[config.mk]
export PLATFORM = sky130hd
export DESIGN_NAME = iq12_packet_deframer_top_flat
export DESIGN_NICKNAME = d
export VERILOG_FILES = /design/src/rtl/iq12dfr_pkg.sv /design/src/rtl/iq12dfr_ifs.sv /design/src/rtl/iq12dfr_front.sv /design/src/rtl/iq12dfr_queue.sv /design/src/rtl/iq12dfr_back.sv /design/src/rtl/iq12_packet_deframer_top.sv /design/src/flat_wrapper.sv
export VERILOG_INCLUDE_DIRS = /design/src /design/src/rtl
export SDC_FILE = /design/constraint.sdc
export NUM_CORES = 1
export LEC_CHECK = 0
export ABC_AREA = 0
export BUFFER_PORTS_ARGS = -buffer_cell sky130_fd_sc_hd__buf_2
export CAP_MARGIN = 15
export CORE_MARGIN = 8
export CORE_UTILIZATION = 25
export CTS_CLUSTER_DIAMETER = 120
export DETAILED_ROUTE_END_ITERATION = 8
export GPL_TIMING_DRIVEN = 0
export PLACE_DENSITY = 0.37
export SYNTH_ARGS = -nofsm -noshare
export SYNTH_HDL_FRONTEND = slang
export SYNTH_HIERARCHICAL = 1
export SYNTH_SLANG_ARGS = --single-unit
[constraint.sdc]
create_clock -name clk -period 10.2 [get_ports clk]
set_input_delay 1.02 -clock clk [delete_from_list [all_inputs] [get_ports clk]]
set_output_delay 1.02 -clock clk [all_outputs]
set_load 0.05 [all_outputs]
[src/rtl/iq12_packet_deframer_top_defines.svh]
// Assertion macros for the iq12 packet deframer.
// Used by iq12_packet_deframer_top.sv; expects clk and rst_n in scope.
`ifndef IQ12_PACKET_DEFRAMER_TOP_DEFINES_SVH
`define IQ12_PACKET_DEFRAMER_TOP_DEFINES_SVH
`ifndef SYNTHESIS
`define IQ12DFR_ASSERT_IMP(label, ante, cons) \
  label: assert property (@(posedge clk) disable iff (!rst_n) (ante) |-> (cons)) \
    else $error("iq12dfr: same-cycle check failed");
`define IQ12DFR_ASSERT_NXT(label, ante, cons) \
  label: assert property (@(posedge clk) disable iff (!rst_n) (ante) |=> (cons)) \
    else $error("iq12dfr: next-cycle check failed");
`else
`define IQ12DFR_ASSERT_IMP(label, ante, cons)
`define IQ12DFR_ASSERT_NXT(label, ante, cons)
`endif
`endif

[src/rtl/iq12dfr_pkg.sv]
// Shared constants and queue entry type for the iq12 packet deframer.
// No dependencies; imported by every module of the block.
`default_nettype none
package iq12dfr_pkg;

  localparam int unsigned NC_W             = 4;
  localparam int unsigned POS_W            = 14;
  localparam int unsigned CNT_W            = 12;
  localparam int unsigned HEADER_BYTES     = 16;
  localparam int unsigned MAX_PACKET_BYTES = 9000;
  localparam int unsigned MAX_CHANNELS     = 8;
  localparam int unsigned QUEUE_DEPTH      = 4;
  localparam logic [CNT_W-1:0] COUNT_MAX   = 12'hfff;

  // One classified request from the byte parser to the result stage.
  typedef struct packed {
    logic               is_sample;
    logic               is_last;
    logic signed [15:0] i_value;
    logic signed [15:0] q_value;
    logic [2:0]         channel;
    logic [CNT_W-1:0]   spc_sample;  // per-channel index before this sample
    logic [63:0]        ptime;
    logic [CNT_W-1:0]   spc_end;     // per-channel count at packet end
    logic [15:0]        burst_field;
    logic [CNT_W-1:0]   total;
    logic               size_err;
    logic               hdr_full;
  } entry_t;

endpackage
`default_nettype wire

[src/rtl/iq12dfr_ifs.sv]
// Valid/ready channel interfaces: input byte stream and result stream.
// No dependencies.
`default_nettype none
interface iq12dfr_in_if;
  logic       valid;
  logic       ready;
  logic [7:0] data_byte;
  logic       last_byte;
  modport source (output valid, data_byte, last_byte, input ready);
  modport sink (input valid, data_byte, last_byte, output ready);
endinterface

interface iq12dfr_out_if;
  logic               valid;
  logic               ready;
  logic               sample_valid;
  logic signed [15:0] i_value;
  logic signed [15:0] q_value;
  logic [2:0]         channel;
  logic [63:0]        sample_time;
  logic               packet_end;
  logic [16:0]        burst_len;
  logic               short_burst;
  logic               discontinuous;
  logic               size_error;
  modport source (output valid, sample_valid, i_value, q_value, channel, sample_time,
                  packet_end, burst_len, short_burst, discontinuous, size_error,
                  input ready);
  modport sink (input valid, sample_valid, i_value, q_value, channel, sample_time,
                packet_end, burst_len, short_burst, discontinuous, size_error,
                output ready);
endinterface
`default_nettype wire

[src/rtl/iq12dfr_front.sv]
// Byte parser: header fields, 3-byte sample groups, channel round robin.
// Depends on iq12dfr_pkg and iq12dfr_in_if; pushes requests into the queue.
`default_nettype none
module iq12dfr_front #(
  parameter int unsigned MAX_PACKET_BYTES = iq12dfr_pkg::MAX_PACKET_BYTES
) (
  input  logic                         clk,
  input  logic                         rst_n,
  input  logic [iq12dfr_pkg::NC_W-1:0] nc,
  iq12dfr_in_if.sink                   in_ch,
  input  logic                         q_full,
  output logic                         push,
  output iq12dfr_pkg::entry_t          push_entry
);
  import iq12dfr_pkg::*;

  localparam logic [1:0] PH_FIRST  = 2'd0;
  localparam logic [1:0] PH_SECOND = 2'd1;
  localparam logic [1:0] PH_THIRD  = 2'd2;

  logic [POS_W-1:0] pos_r, pos_nxt;
  logic [15:0]      burst_r, burst_nxt;
  logic [63:0]      ptime_r, ptime_nxt;
  logic [15:0]      held_r, held_nxt;
  logic [1:0]       phase_r, phase_nxt;
  logic [2:0]       chan_r, chan_nxt;
  logic [CNT_W-1:0] spc_r, spc_nxt;
  logic [CNT_W-1:0] total_r, total_nxt;
  logic             accept;
  logic             dropped;
  logic             last;
  logic [7:0]       b;
  entry_t           ent;

  assign in_ch.ready = !q_full;
  assign accept      = in_ch.valid && in_ch.ready;
  assign b           = in_ch.data_byte;
  assign last        = in_ch.last_byte;
  assign dropped     = pos_r >= POS_W'(MAX_PACKET_BYTES);

  always_comb begin
    pos_nxt   = pos_r;
    burst_nxt = burst_r;
    ptime_nxt = ptime_r;
    held_nxt  = held_r;
    phase_nxt = phase_r;
    chan_nxt  = chan_r;
    spc_nxt   = spc_r;
    total_nxt = total_r;
    ent       = '0;

    if (!dropped) begin
      if (pos_r < POS_W'(HEADER_BYTES)) begin
        // bytes 0,1: burst field; 8..15: timestamp; 2..7 ignored
        if (pos_r < POS_W'(2)) begin
          burst_nxt[{pos_r[0], 3'b000} +: 8] = b;
        end else if (pos_r[3]) begin
          ptime_nxt[{pos_r[2:0], 3'b000} +: 8] = b;
        end
      end else begin
        case (phase_r)
          PH_FIRST: begin
            held_nxt  = {8'h00, b};
            phase_nxt = PH_SECOND;
          end
          PH_SECOND: begin
            held_nxt[15:8] = b;
            phase_nxt      = PH_THIRD;
          end
          default: begin
            ent.is_sample  = 1'b1;
            ent.i_value    = {held_r[11:8], held_r[7:0], 4'h0};
            ent.q_value    = {b, held_r[15:12], 4'h0};
            ent.channel    = chan_r;
            ent.spc_sample = spc_r;
            phase_nxt      = PH_FIRST;
            held_nxt       = '0;
            if (total_r != COUNT_MAX) total_nxt = total_r + 1'b1;
            if (({1'b0, chan_r} + 4'd1) >= nc) begin
              chan_nxt = '0;
              if (spc_r != COUNT_MAX) spc_nxt = spc_r + 1'b1;
            end else begin
              chan_nxt = chan_r + 3'd1;
            end
          end
        endcase
      end
      pos_nxt = pos_r + 1'b1;
    end

    ent.ptime = ptime_nxt;

    if (last) begin
      ent.is_last     = 1'b1;
      ent.burst_field = burst_nxt;
      ent.total       = total_nxt;
      ent.spc_end     = spc_nxt;
      ent.size_err    = dropped || (pos_nxt <= POS_W'(HEADER_BYTES)) ||
                        (phase_nxt != PH_FIRST) || (chan_nxt != 3'd0);
      ent.hdr_full    = pos_nxt >= POS_W'(HEADER_BYTES);
      pos_nxt   = '0;
      burst_nxt = '0;
      ptime_nxt = '0;
      held_nxt  = '0;
      phase_nxt = PH_FIRST;
      chan_nxt  = '0;
      spc_nxt   = '0;
      total_nxt = '0;
    end
  end

  assign push       = accept && (ent.is_sample || last);
  assign push_entry = ent;

  always_ff @(posedge clk) begin
    if (!rst_n) begin
      pos_r   <= '0;
      burst_r <= '0;
      ptime_r <= '0;
      held_r  <= '0;
      phase_r <= PH_FIRST;
      chan_r  <= '0;
      spc_r   <= '0;
      total_r <= '0;
    end else if (accept) begin
      pos_r   <= pos_nxt;
      burst_r <= burst_nxt;
      ptime_r <= ptime_nxt;
      held_r  <= held_nxt;
      phase_r <= phase_nxt;
      chan_r  <= chan_nxt;
      spc_r   <= spc_nxt;
      total_r <= total_nxt;
    end
  end

endmodule
`default_nettype wire

[src/rtl/iq12dfr_queue.sv]
// Small circular queue of parsed requests between parser and result stage.
// Depends on iq12dfr_pkg (entry_t). DEPTH must be 2 or more.
`default_nettype none
module iq12dfr_queue #(
  parameter int unsigned DEPTH = iq12dfr_pkg::QUEUE_DEPTH
) (
  input  logic                clk,
  input  logic                rst_n,
  input  logic                push,
  input  iq12dfr_pkg::entry_t push_entry,
  input  logic                pop,
  output logic                full,
  output logic                not_empty,
  output iq12dfr_pkg::entry_t head
);
  import iq12dfr_pkg::*;

  localparam int unsigned PTR_W = $clog2(DEPTH);
  localparam int unsigned CW    = $clog2(DEPTH + 1);

  entry_t           mem [DEPTH];
  logic [PTR_W-1:0] wr_ptr_r, rd_ptr_r;
  logic [CW-1:0]    count_r;

  assign full      = count_r == CW'(DEPTH);
  assign not_empty = count_r != '0;
  assign head      = mem[rd_ptr_r];

  always_ff @(posedge clk) begin
    if (push) begin
      mem[wr_ptr_r] <= push_entry;
    end
  end

  always_ff @(posedge clk) begin
    if (!rst_n) begin
      wr_ptr_r <= '0;
      rd_ptr_r <= '0;
      count_r  <= '0;
    end else begin
      if (push) begin
        wr_ptr_r <= (wr_ptr_r == PTR_W'(DEPTH - 1)) ? '0 : wr_ptr_r + 1'b1;
      end
      if (pop) begin
        rd_ptr_r <= (rd_ptr_r == PTR_W'(DEPTH - 1)) ? '0 : rd_ptr_r + 1'b1;
      end
      if (push && !pop) begin
        count_r <= count_r + 1'b1;
      end else if (pop && !push) begin
        count_r <= count_r - 1'b1;
      end
    end
  end

endmodule
`default_nettype wire

[src/rtl/iq12dfr_back.sv]
// Result stage: sample time, packet-end flags, expected-time tracking.
// Depends on iq12dfr_pkg and iq12dfr_out_if; drains the request queue.
`default_nettype none
module iq12dfr_back (
  input  logic                         clk,
  input  logic                         rst_n,
  input  logic [iq12dfr_pkg::NC_W-1:0] nc,
  input  iq12dfr_pkg::entry_t          head,
  input  logic                         not_empty,
  output logic                         pop,
  iq12dfr_out_if.source                out_ch
);
  import iq12dfr_pkg::*;

  logic               out_valid_r;
  logic               sample_valid_r;
  logic signed [15:0] i_value_r;
  logic signed [15:0] q_value_r;
  logic [2:0]         channel_r;
  logic [63:0]        sample_time_r;
  logic               packet_end_r;
  logic [16:0]        burst_len_r;
  logic               short_burst_r;
  logic               discontinuous_r;
  logic               size_error_r;
  logic [63:0]        expected_r;
  logic               time_known_r;

  logic [16:0] bc;
  logic [20:0] expect_samples;
  logic        upd_time;

  assign pop            = not_empty && (!out_valid_r || out_ch.ready);
  assign bc             = {1'b0, head.burst_field} + 17'd1;
  assign expect_samples = 21'(bc) * 21'(nc);
  assign upd_time       = head.is_last && head.hdr_full;

  always_ff @(posedge clk) begin
    if (!rst_n) begin
      out_valid_r  <= 1'b0;
      expected_r   <= '0;
      time_known_r <= 1'b0;
    end else begin
      if (pop) begin
        out_valid_r <= 1'b1;
      end else if (out_ch.ready) begin
        out_valid_r <= 1'b0;
      end
      if (pop && upd_time) begin
        expected_r   <= head.ptime + 64'(head.spc_end);
        time_known_r <= 1'b1;
      end
    end
  end

  always_ff @(posedge clk) begin
    if (pop) begin
      sample_valid_r  <= head.is_sample;
      i_value_r       <= head.i_value;
      q_value_r       <= head.q_value;
      channel_r       <= head.channel;
      sample_time_r   <= head.is_sample ? head.ptime + 64'(head.spc_sample) : 64'd0;
      packet_end_r    <= head.is_last;
      burst_len_r     <= head.is_last ? bc : 17'd0;
      short_burst_r   <= head.is_last && (21'(head.total) != expect_samples);
      discontinuous_r <= upd_time && time_known_r && (expected_r != head.ptime);
      size_error_r    <= head.size_err;
    end
  end

  assign out_ch.valid         = out_valid_r;
  assign out_ch.sample_valid  = sample_valid_r;
  assign out_ch.i_value       = i_value_r;
  assign out_ch.q_value       = q_value_r;
  assign out_ch.channel       = channel_r;
  assign out_ch.sample_time   = sample_time_r;
  assign out_ch.packet_end    = packet_end_r;
  assign out_ch.burst_len     = burst_len_r;
  assign out_ch.short_burst   = short_burst_r;
  assign out_ch.discontinuous = discontinuous_r;
  assign out_ch.size_error    = size_error_r;

endmodule
`default_nettype wire

[src/rtl/iq12_packet_deframer_top.sv]
// Channel  | Dir | Handshake   | Payload
// in_ch    | in  | valid/ready | data_byte[7:0], last_byte
// out_ch   | out | valid/ready | sample, channel, time, packet-end flags
// cfg      | in  | cfg_wr_en   | cfg_wr_data[3:0] = channel count
//
// One byte per clock sustained while in_ch.ready is high. A byte that
// completes a sample or ends a packet is written into the 4-entry queue
// and then loaded into the output register when the queue head is popped.
// in_ch.ready drops only when the queue is full.
// Synchronous active-low reset, no clearing pass.
`default_nettype none
`include "iq12_packet_deframer_top_defines.svh"
module iq12_packet_deframer_top #(
  parameter int unsigned MAX_PACKET_BYTES = iq12dfr_pkg::MAX_PACKET_BYTES,
  parameter int unsigned QUEUE_DEPTH      = iq12dfr_pkg::QUEUE_DEPTH
) (
  input  logic                         clk,
  input  logic                         rst_n,
  input  logic                         cfg_wr_en,
  input  logic [iq12dfr_pkg::NC_W-1:0] cfg_wr_data,
  iq12dfr_in_if.sink                   in_ch,
  iq12dfr_out_if.source                out_ch
);
  import iq12dfr_pkg::*;

  logic [NC_W-1:0] chan_cfg_r;
  logic [NC_W-1:0] nc_eff;
  logic            q_full;
  logic            q_push;
  logic            q_pop;
  logic            q_not_empty;
  entry_t          q_in;
  entry_t          q_head;

  always_ff @(posedge clk) begin
    if (!rst_n) begin
      chan_cfg_r <= NC_W'(1);
    end else if (cfg_wr_en) begin
      chan_cfg_r <= cfg_wr_data;
    end
  end

  // zero acts as one channel, above eight as eight
  always_comb begin
    if (chan_cfg_r == '0) begin
      nc_eff = NC_W'(1);
    end else if (chan_cfg_r > NC_W'(MAX_CHANNELS)) begin
      nc_eff = NC_W'(MAX_CHANNELS);
    end else begin
      nc_eff = chan_cfg_r;
    end
  end

  iq12dfr_front #(
    .MAX_PACKET_BYTES(MAX_PACKET_BYTES)
  ) u_front (
    .clk        (clk),
    .rst_n      (rst_n),
    .nc         (nc_eff),
    .in_ch      (in_ch),
    .q_full     (q_full),
    .push       (q_push),
    .push_entry (q_in)
  );

  iq12dfr_queue #(
    .DEPTH(QUEUE_DEPTH)
  ) u_queue (
    .clk        (clk),
    .rst_n      (rst_n),
    .push       (q_push),
    .push_entry (q_in),
    .pop        (q_pop),
    .full       (q_full),
    .not_empty  (q_not_empty),
    .head       (q_head)
  );

  iq12dfr_back u_back (
    .clk       (clk),
    .rst_n     (rst_n),
    .nc        (nc_eff),
    .head      (q_head),
    .not_empty (q_not_empty),
    .pop       (q_pop),
    .out_ch    (out_ch)
  );

  `IQ12DFR_ASSERT_IMP(a_result_kind, out_ch.valid && !out_ch.packet_end, out_ch.sample_valid)
  `IQ12DFR_ASSERT_IMP(a_burst_nonzero, out_ch.valid && out_ch.packet_end, out_ch.burst_len != '0)
  `IQ12DFR_ASSERT_IMP(a_full_stalls, q_full, !in_ch.ready)
  `IQ12DFR_ASSERT_NXT(a_pop_loads, q_pop, out_ch.valid)

endmodule
`default_nettype wire
[src/flat_wrapper.sv]
// flat-port wrapper written by rule: the top's interface ports become plain ports
module iq12_packet_deframer_top_flat import iq12dfr_pkg::*;
#(
  parameter int unsigned MAX_PACKET_BYTES = iq12dfr_pkg::MAX_PACKET_BYTES,
  parameter int unsigned QUEUE_DEPTH      = iq12dfr_pkg::QUEUE_DEPTH
)
  (clk, rst_n, cfg_wr_en, cfg_wr_data, in_ch_valid, in_ch_data_byte, in_ch_last_byte, in_ch_ready, out_ch_valid, out_ch_sample_valid, out_ch_i_value, out_ch_q_value, out_ch_channel, out_ch_sample_time, out_ch_packet_end, out_ch_burst_len, out_ch_short_burst, out_ch_discontinuous, out_ch_size_error, out_ch_ready);
  iq12dfr_in_if in_ch_i ();
  iq12dfr_out_if out_ch_i ();
  input  logic clk;
  input  logic rst_n;
  input  logic cfg_wr_en;
  input  logic [iq12dfr_pkg::NC_W-1:0] cfg_wr_data;
  input wire logic [$bits(in_ch_i.valid)-1:0] in_ch_valid;
  input wire logic [$bits(in_ch_i.data_byte)-1:0] in_ch_data_byte;
  input wire logic [$bits(in_ch_i.last_byte)-1:0] in_ch_last_byte;
  output wire logic [$bits(in_ch_i.ready)-1:0] in_ch_ready;
  output wire logic [$bits(out_ch_i.valid)-1:0] out_ch_valid;
  output wire logic [$bits(out_ch_i.sample_valid)-1:0] out_ch_sample_valid;
  output wire logic [$bits(out_ch_i.i_value)-1:0] out_ch_i_value;
  output wire logic [$bits(out_ch_i.q_value)-1:0] out_ch_q_value;
  output wire logic [$bits(out_ch_i.channel)-1:0] out_ch_channel;
  output wire logic [$bits(out_ch_i.sample_time)-1:0] out_ch_sample_time;
  output wire logic [$bits(out_ch_i.packet_end)-1:0] out_ch_packet_end;
  output wire logic [$bits(out_ch_i.burst_len)-1:0] out_ch_burst_len;
  output wire logic [$bits(out_ch_i.short_burst)-1:0] out_ch_short_burst;
  output wire logic [$bits(out_ch_i.discontinuous)-1:0] out_ch_discontinuous;
  output wire logic [$bits(out_ch_i.size_error)-1:0] out_ch_size_error;
  input wire logic [$bits(out_ch_i.ready)-1:0] out_ch_ready;
  assign in_ch_i.valid = in_ch_valid;
  assign in_ch_i.data_byte = in_ch_data_byte;
  assign in_ch_i.last_byte = in_ch_last_byte;
  assign in_ch_ready = in_ch_i.ready;
  assign out_ch_valid = out_ch_i.valid;
  assign out_ch_sample_valid = out_ch_i.sample_valid;
  assign out_ch_i_value = out_ch_i.i_value;
  assign out_ch_q_value = out_ch_i.q_value;
  assign out_ch_channel = out_ch_i.channel;
  assign out_ch_sample_time = out_ch_i.sample_time;
  assign out_ch_packet_end = out_ch_i.packet_end;
  assign out_ch_burst_len = out_ch_i.burst_len;
  assign out_ch_short_burst = out_ch_i.short_burst;
  assign out_ch_discontinuous = out_ch_i.discontinuous;
  assign out_ch_size_error = out_ch_i.size_error;
  assign out_ch_i.ready = out_ch_ready;
  iq12_packet_deframer_top #(.MAX_PACKET_BYTES(MAX_PACKET_BYTES), .QUEUE_DEPTH(QUEUE_DEPTH)) u_core (.clk(clk), .rst_n(rst_n), .cfg_wr_en(cfg_wr_en), .cfg_wr_data(cfg_wr_data), .in_ch(in_ch_i), .out_ch(out_ch_i));
endmodule
==> flow_results.org, run 1 <==
** Routing
- In this run the remaining antenna-violating nets after routing total 0.
- Top layer reached by signal wires :: met4
- The routed design uses 6400 um of met3 wire.
- The detailed router put a total of 68600 um of wire on met1.
- After detailed routing, the met2 layer carries 66400 um of wire.
- Final Routed Wirelength :: 145000 um
- The first TritonRoute pass finished after 5 iterations.
- Via-to-Cell Ratio :: 4.68
- Post-DR wirelength/cell :: 24.0 um
- DRC violations left :: 0
- After the first detailed-routing iteration, the DRC count stood at 2053.
- Summing over every cut layer, the via total after detailed routing is 28300.

** Hold path
- The startpoint identified for the worst hold timing path is u_core/u_front/held_r[11].
- Worst hold path depth :: 2
- Hold-critical path endpoint :: u_core/u_front/held_r[11]
- In this run the worst hold path is classified as flop to flop.

** Clock tree
- Number of buffers inserted by post-CTS setup repair :: 0
- Cell at the root of the clock tree :: clkbuf_16
- Gates resized during post-CTS repair numbered 0.
- Clock latency on the worst-skew pair :: 0.76 ns
- Number of clock sinks :: 959
- Clock buffer depth :: 3
- The H-tree generated during clock tree synthesis spans 3 levels.
- Hold buffer count at CTS :: 0
- Clock buffers created by TritonCTS :: 114
- TritonCTS built the clock tree.
- Clock-pin slew on the worst setup and hold paths :: 0.06 ns

** Timing
- Setup repair after global routing left no endpoint under its margin.
- Share of the clock period used by the worst path :: 0.700
- Final count of hold timing violations :: 0
- Worst-Margin Slew :: 1.28 ns
- Setup violations remaining at the end of the flow were counted as 0.
- The clock arrives with 0.0508 ns of skew.
- Max Clk Rate :: 140 MHz
- Headroom to the max-slew limit came out at 0.148.
- The final number of max-transition violations came to 0.
- Post-Route Hold Slack :: 0.453 ns
- After layout, the minimum clock period comes to 7.14 ns.

** Yosys
- The synthesized netlist contains 87 unique library cells.
- Register bit count reported by yosys :: 959
- Summed over all instances, the cell type with the most area after synthesis is edfxtp_1.
- Sequential-to-total area share from yosys stat :: 0.602
- Yosys mapped a number of flops with a built-in enable equal to 741.
- By area the synthesized netlist is led by edfxtp_1 50%, dfxtp_1 9.9%, mux4_2 7.9%.
- For this run, the number of Yosys warnings is 6.
- Average instance area after synthesis :: 13.3 um2
- Among all cell types in the netlist, the one instantiated most often is edfxtp_1.
- In the synthesized netlist, the cells that appear most often are 741 x edfxtp_1, 232 x nor2_1, 218 x dfxtp_1.
- Fraction of post-synthesis cell area in the top cell type by area :: 0.503
- Synthesis produced a netlist whose cell count is 3320.
- The mapped netlist covers 44200 um2.
- Dominant register cell in the synthesized netlist :: edfxtp_1
- After synthesis, the share of flip-flops with an asynchronous set or reset is 0.

** Global route
- The total overflow left after global routing is 0.
- The first global-routing pass estimated 210000 um of wire.
- Pin count of the biggest net entering global routing :: 60
- Across every metal layer, demand over resource in global routing totals 0.148.
- The number of antenna violations at the first check in global routing came to 7.
- Via count of the first global-routing pass :: 29000

** Setup path
- In this run the critical register-to-register path is captured at u_core/u_back/out_ch.short_burst.
- For flop-to-flop paths, the worst setup slack is 3.06 ns.
- Critical Path Start Type :: flop
- In this run the worst path has a maximum fanout of 10.
- Measured in cells, the most critical reg-to-reg path has a length of 19.
- Data on the critical path is required at its endpoint by 10.67 ns.
- The critical path is of the flop to flop type.
- Element type at the critical path end :: flop
- CP Data Arrival Time :: 7.62 ns

** Finish
- Measured on the finished design, the core utilization comes to 0.296.
- Relative to the synthesized area, the layout overhead comes to 17.8%.
- Final instance count without filler cells :: 6046
- Number of nets in the layout :: 3722
- Of the cells placed in the final design, the portion with a size suffix greater than 1 is 0.178.

** Floorplan
- The floorplan has 154 rows.
- The total area inside the core boundary comes to 176000 um2.
- Count of boundary I/O pins :: 141
- Die height :: 437 um
- Die ar. :: 191000 um2
- The die is 437 um wide.
- The initial utilization of the core area, before any placement, comes to 0.251.

** Pwr
- Power per cell area :: 289 nW/um2
- Reported leakage power :: 17.7 nW
- VDD IR-drop max :: 0.150 mV
- Pwr Total :: 15.0 mW

** Run status
- Run status :: finished, final reports clean

** Job
- Max_cap viols :: 0

** Placement
- Placed cell count :: 5826
- Placed wire-length estimate :: 104000 um
- The count of buffers added on input and output ports is 139.
- Global placement routability congestion :: 0.840
==> layout make-up <==
class	count	area, um2
tap	2340	2930
fill	17900	124000
timing repair buffer	159	1140
multi-input combinational	2037	16200
sequential	959	26600
clock inverter	75	703
inverter	104	390
clock buffer	141	3050
buffer	227	1050
antenna	4	10.0
==> where the power goes <==
part	total [mW]	switching, mW	internal (mW)	leakage (nW)
Sequential	4.95	0.151	4.79	8.73
Combinational	6.01	4.15	1.86	7.13
Clock	4.08	1.72	2.36	1.81
==> per-layer routing <==
metal / vias to the layer above / global-route usage
met1: 14300 / 0.207
met4: 0 / 0.0453
met3: 198 / 0.0230
met2: 681 / 0.235
met5: - / 0
li1: 13100 / -
==> placed cells by master (no fill, tap or decap), types with 13 or more instances in the layout <==
| cell type | n |
|---|---|
| a211oi_1 | 20 |
| a21o_1 | 16 |
| a21oi_1 | 147 |
| a22oi_1 | 60 |
| a31oi_1 | 16 |
| a32o_1 | 21 |
| and2_1 | 55 |
| and3_1 | 69 |
| and4_1 | 13 |
| buf_16 | 14 |
| buf_2 | 180 |
| buf_4 | 21 |
| clkbuf_1 | 168 |
| clkbuf_16 | 114 |
| clkinv_1 | 24 |
| clkinv_2 | 21 |
| dfxtp_1 | 218 |
| edfxtp_1 | 741 |
| fa_1 | 33 |
| ha_1 | 69 |
| inv_1 | 101 |
| mux2_2 | 45 |
| mux2i_1 | 38 |
| mux4_2 | 156 |
| nand2_1 | 172 |
| nand2b_1 | 18 |
| nand3_1 | 106 |
| nand4_1 | 62 |
| nor2_1 | 232 |
| nor2b_1 | 49 |
| nor3_1 | 53 |
| nor4_1 | 40 |
| o211ai_1 | 17 |
| o21ai_0 | 125 |
| or3_1 | 28 |
| xnor2_1 | 74 |
| xor2_1 | 150 |
==> worst max path at each step <==
stage               startpoint                          endpoint
2_1_floorplan  in_ch_last_byte          u_core/u_queue/mem[0][0]
3_3_place_gp   in_ch_last_byte        u_core/u_queue/mem[1][123]
3_5_place_dp              flop  u_core/u_back/out_ch.short_burst
4_1_cts                   flop  u_core/u_back/out_ch.short_burst
5_1_grt                   flop  u_core/u_back/out_ch.short_burst
6_report                  flop  u_core/u_back/out_ch.short_burst
==> worst max-delay path, cell delays in order, from the launching register on <==
cell and delay [ns]:
dfxtp_1 0.32, buf_2 0.52, buf_4 0.37, mux4_2 0.67
ha_1 0.30, nand3_1 0.21, nor2_1 0.11, nand3_1 0.10
xor2_1 0.64, nor2b_1 0.14, fa_1 0.52, fa_1 0.52
ha_1 0.41, a21oi_1 0.26, o22ai_1 0.11, a211o_1 0.29
or4_1 0.51, nor3_1 0.26, nand4b_1 0.16, o41a_1 0.44
==> cells by family after synthesis <==
group                    count (synthesis)  share of synthesized area
flip-flops                             959                      0.602
AO/OA/AOI/OAI                          504                     0.0728
other                                    1                  0.0000848
XOR/XNOR                               224                     0.0443
multiplexers                           239                     0.0995
buffers and inverters                  331                     0.0326
adder cells (fa/ha/maj)                102                     0.0344
AND/OR/NAND/NOR                        960                      0.115
==> through the flow <==
| step | setup TNS [ns] | area (um2) | setup WS, ns |
|---|---|---|---|
| after detailed placement | 0 | 48400 | 2.91 |
| final | 0 | 52100 | 3.06 |
| after CTS | 0 | 52100 | 2.86 |
| after global placement | -790.10 | 47900 | -1.42 |
| after global routing | 0 | 52100 | 2.49 |
| after floorplan | 0 | 44300 | 4.17 |
==> registers in the layout, summed over array words and instances (netlist names), 2 cells and up, named ones only <==
name	cells
u_core/u_queue/wr_ptr_r	2
u_core/u_front/phase_r	2
u_core/u_front/chan_r	3
u_core/u_front/spc_r	12
u_core/u_queue/count_r	3
u_core/u_back/expected_r	64
u_core/u_front/ptime_r	64
u_core/u_back/out_ch.burst_len	17
u_core/u_front/held_r	16
u_core/u_queue/rd_ptr_r	2
u_core/u_back/out_ch.i_value	16
u_core/u_back/out_ch.q_value	16
u_core/u_back/out_ch.channel	3
u_core/u_queue/mem	620
u_core/u_front/burst_r	16
u_core/u_front/pos_r	14
u_core/chan_cfg_r	4
u_core/u_back/out_ch.sample_time	64
u_core/u_front/total_r	12
Note: power is estimated with default switching activity, not from simulation.
==> inputs of run 2 (changes only) <==
--- a/config.mk
+++ b/config.mk
@@ -6,7 +6,7 @@
 export SDC_FILE = /design/constraint.sdc
 export NUM_CORES = 1
 export LEC_CHECK = 0
-export ABC_AREA = 0
+export ABC_AREA = 1
 export BUFFER_PORTS_ARGS = -buffer_cell sky130_fd_sc_hd__buf_2
 export CAP_MARGIN = 15
 export CORE_MARGIN = 8
==> constraint.sdc (replaced) <==
create_clock -name clk -period 7.38 [get_ports clk]
set_input_delay 0.738 -clock clk [delete_from_list [all_inputs] [get_ports clk]]
set_output_delay 0.738 -clock clk [all_outputs]
set_load 0.05 [all_outputs]
==> run 2 against run 1 <==
Net effect:
- global-route usage grew 2.1 points
- critical path depth increased by 12
- clock-buffer cell count increased by 3
- sequential power rose by 41%
- register-to-register slack got worse by 2.4 ns
- core utilization down 0.21 points
- die area grew 4.8%
- sequential cell count unchanged
- synthesized cell count increased by 50%
- cell area increased by 4.4%
- combinational power increased by 100%
- critical path type unchanged
==> flow_results.org, run 2 <==
** Run status
- Run status :: finished, final reports clean

** Global route
- Met3 demand-to-capacity share in global routing :: 0.0243 (+0.00121)
- Met1 GRT Util :: 0.243 (+0.0351)
- The total congestion overflow after global routing was 0 (unchanged).
- The maximum number of pins on one net before global-route repair is 92 (+53%).
- GRT Util Overall :: 0.168 (+0.0206)
- Busiest metal layer after global routing :: met2
- The met2 layer usage reported by global route is 0.265 (+0.0297).
- Antenna violations before repair :: 14 (+7)
- The via count of the first global-routing pass was 35300 (+22%).
- The wire length of the first global-routing pass was 250000 um (+19%).

** Floorplan
- The die area came to 200000 um2 (+4.8%).
- The placement row count came to 158 (+2.6%).
- The I/O pin count came to 141 (unchanged).
- Effective utilization at floorplan :: 0.251 (-0.000381)
- The horizontal die dimension was 447 um (+2.4%).
- Die height :: 447 um (+2.4%)
- The area of the core was 185000 um2 (+5.2%).

** Finish
- Layout Area Growth over Synthesis :: 17.2%
- The core utilization of the finished layout was 0.294 (-0.00207).
- The flip-flop count of the largest register after layout was 620 (unchanged).
- The top cell types in the final layout, fill and taps aside, are 973 x nand2_1, 741 x edfxtp_1, 641 x nor2_1.
- Most frequent standard cell in the layout excluding fill and tap cells :: nand2_1
- Top reg by flops :: u_core/u_queue/mem
- Proportion of layout cells with a drive suffix above 1 :: 0.110 (-0.0678)
- The filler-free cell count of the finished design was 7850 (+30%).
- Number of nets in the layout :: 5382 (+45%)

** Clock tree
- Clock buffer depth :: 3 (unchanged)
- The buffers inserted during post-CTS setup optimization was 0 (unchanged).
- The cell sitting at the root of the clock tree is a clkbuf_16.
- The total number of H-tree levels is 3 (unchanged).
- The count of clock tree sinks is 959 (unchanged).
- TritonCTS clock tree :: yes
- The clock latency on the worst-skew pair was 0.79 ns (+0.03 ns).
- Hold buffer count at CTS :: 0 (unchanged)
- Clock-pin slew on the worst setup and hold paths :: 0.06 ns (about the same)
- Clock buffers created by TritonCTS :: 116 (+1.8%)
- The number of resized instances in the post-cts repair step was 0 (unchanged).

** Placement
- Global placement routability congestion :: 0.920 (+9.5%)
- The number of cells after detailed placement was 7625 (+31%).
- Placed wire-length estimate :: 124000 um (+20%)
- Count of port buffers added during placement :: 138 (-0.72%)
- Worst Setup Slack post-DPL :: 0.217 ns (-2.69 ns)

** Setup path
- The critical path data required time is 7.88 ns (-2.79 ns).
- The slowest stage of the critical path belongs to the cell buf_2.
- The critical-path maximum fanout was 10 (unchanged).
- The delay of the slowest critical-path stage was 0.58 ns (-0.09 ns).
- The worst setup path is launched from a flop.
- Element type at the critical path end :: flop
- The arrival time at the worst endpoint came to 7.19 ns (-0.43 ns).
- By instance count, the cell type seen most on the critical path is nand2_1.
- Path type of the worst setup path :: flop to flop

** Timing
- The setup TNS is 0 ns (unchanged).
- The actual transition at the worst max-transition pin is 1.36 ns (+0.0834 ns).
- Slew Limit Headroom :: 0.0923 (-0.0556)
- Total count of max-transition violations in the final report :: 0 (unchanged)
- Share of the clock period used by the worst path :: 0.907 (+0.206)
- Fin Clk Skew :: 0.0576 ns (+0.00675 ns)
- The setup slack of the critical path after layout is 0.689 ns (-2.37 ns).
- The maximum frequency from static timing analysis came to 149 MHz (+6.8%).
- The number of failing setup endpoints in the final timing report came to 0 (unchanged).
- Final count of hold timing violations :: 0 (unchanged)
- Unrepaired setup endpoints after global routing :: no
- The clock period minus final worst setup slack was 6.69 ns (-0.454 ns).

** Yosys
- For this run, the leading register cell type out of synthesis is edfxtp_1.
- Adder and majority cell fraction of the synthesized area :: 0.0328 (-0.00165)
- Multiplexer area fraction after synthesis :: 0.000485 (-0.0990)
- The share of the synthesized area in compound gates (AO/OA/AOI/OAI) was 0.117 (+0.0444).
- Number of different library cells in the post-synthesis netlist :: 66 (-24%)
- Proportion of register bits with asynchronous set or reset after synthesis :: 0 (unchanged)
- Dominant combinational cell family by area after synthesis :: simple AND/OR/NAND/NOR gates
- The cell area after synthesis is 46500 um2 (+5.0%).
- The number of warning messages in the yosys log was 6 (unchanged).
- Fraction of post-synthesis cell area in the top cell type by area :: 0.479 (-0.0241)
- Sorting the synthesized cells by area gives the leading types as edfxtp_1 48%, dfxtp_1 9.4%, nand2_1 7.9%.
- Count of mapped cells out of synthesis :: 4986 (+50%)
- The xor/xnor share of the synthesized area was 0.0156 (-0.0287).
- Sequential-to-total area share from yosys stat :: 0.573 (-0.0288)
- Dominant cell by count in the synthesized netlist :: nand2_1
- The number of flip-flops and latches in the synthesized netlist is 959 (unchanged).
- The number of enable flip-flop cells after synthesis came to 741 (unchanged).
- Post-synthesis cell type with the largest combined area :: edfxtp_1
- The average cell area after synthesis was 9.32 um2 (-30%).
- Area share of and/or/nand/nor cells after synthesis :: 0.196 (+0.0809)
- Most used standard cells in the synthesized netlist :: 973 x nand2_1, 741 x edfxtp_1, 641 x nor2_1

** Pwr
- The standby leakage power came to 20.2 nW (+14%).
- The overall power of the completed layout was 24.6 mW (+64%).
- The highest ir drop seen on vdd was 0.343 mV (+130%).
- The total power per unit cell area was 452 nW/um2 (+57%).

** Routing
- The number of optimization iterations in the first detailed-route pass came to 5 (unchanged).
- The final antenna-violating net count came to 0 (unchanged).
- Post-DR wirelength/cell :: 22.1 um (-7.9%)
- Final Routed Wirelength :: 174000 um (+20%)
- Count of routing violations after the opening detailed-route iteration :: 2930 (+43%)
- Via-to-Cell Ratio :: 4.65 (-0.61%)
- The total vias in the final route came to 36500 (+29%).
- DRC violations left :: 0 (unchanged)

** Job
- The count of maximum capacitance violations is 0 (unchanged).

** Hold path
- Hold WC Path Type :: input pin to flop
==> run 2: logic make-up (layout without fill, tap and decap cells) <==
| kind of cell | after synthesis | after routing |
|---|---|---|
| buffers and inverters | 723 | 1092 |
| xor gates and xnor gates | 83 | 83 |
| muxes | 2 | 2 |
| DFF | 959 | 959 |
| AOI/OAI and AO/OA | 996 | 996 |
| and+or+nand+nor | 2120 | 2120 |
| other | 1 | 16 |
| adders and majority gates | 102 | 102 |
==> run 2: power by group <==
group / leakage (nW) / internal [mW] / switching, mW
logic: 9.66 / 2.98 / 9.00
registers: 8.72 / 6.76 / 0.228
clock network: 1.82 / 3.20 / 2.46
==> run 2: final cells by class <==
type	instances	area, um2
Antenna cell	8	20.0
Sequential cell	959	26600
Tap cell	2480	3100
Timing Repair Buffer	152	975
Fill cell	19700	131000
Inverter	489	1880
Buffer	233	1190
Clock buffer	144	3050
Clock inverter	74	741
Multi-Input combinational cell	3311	16900
==> run 2: metal layers <==
layer / part of all wire / up-vias / wire [um]
li1: - / 17600 / -
met1: 0.48 / 17800 / 83800
met2: 0.44 / 883 / 77300
met3: 0.049 / 211 / 8500
met4: 0.024 / 8 / 4110
met5: 0.00027 / - / 47
==> run 2: per-stage QoR <==
| step | hold slack (ns) | cell area [um2] |
|---|---|---|
| after floorplan | 0.429 | 46500 |
| after global placement | 0.448 | 50300 |
| after detailed placement | 0.454 | 50600 |
| after CTS | 0.0680 | 54400 |
| after global routing | 0.113 | 54400 |
| final | 0.155 | 54400 |
==> run 2: critical path, delay by kind of cell (launching register included) <==
family                     cells  cell delay (ns)
DFF                            1             0.35
AOI/OAI and AO/OA              2             0.65
adders and majority gates      4             1.73
and+or+nand+nor               19             2.27
buffers and inverters          6             1.40
==> run 2: final timing paths <==
path,from,end,slack (ns),cells after the start
max reg2reg,flop,u_core/u_back/out_ch.short_burst,0.69,31
max,flop,u_core/u_back/out_ch.short_burst,0.69,31
min,in_ch_last_byte,u_core/u_queue/mem[0][153],0.16,1
min reg2reg,u_core/u_front/held_r[2],u_core/u_front/held_r[2],0.46,2
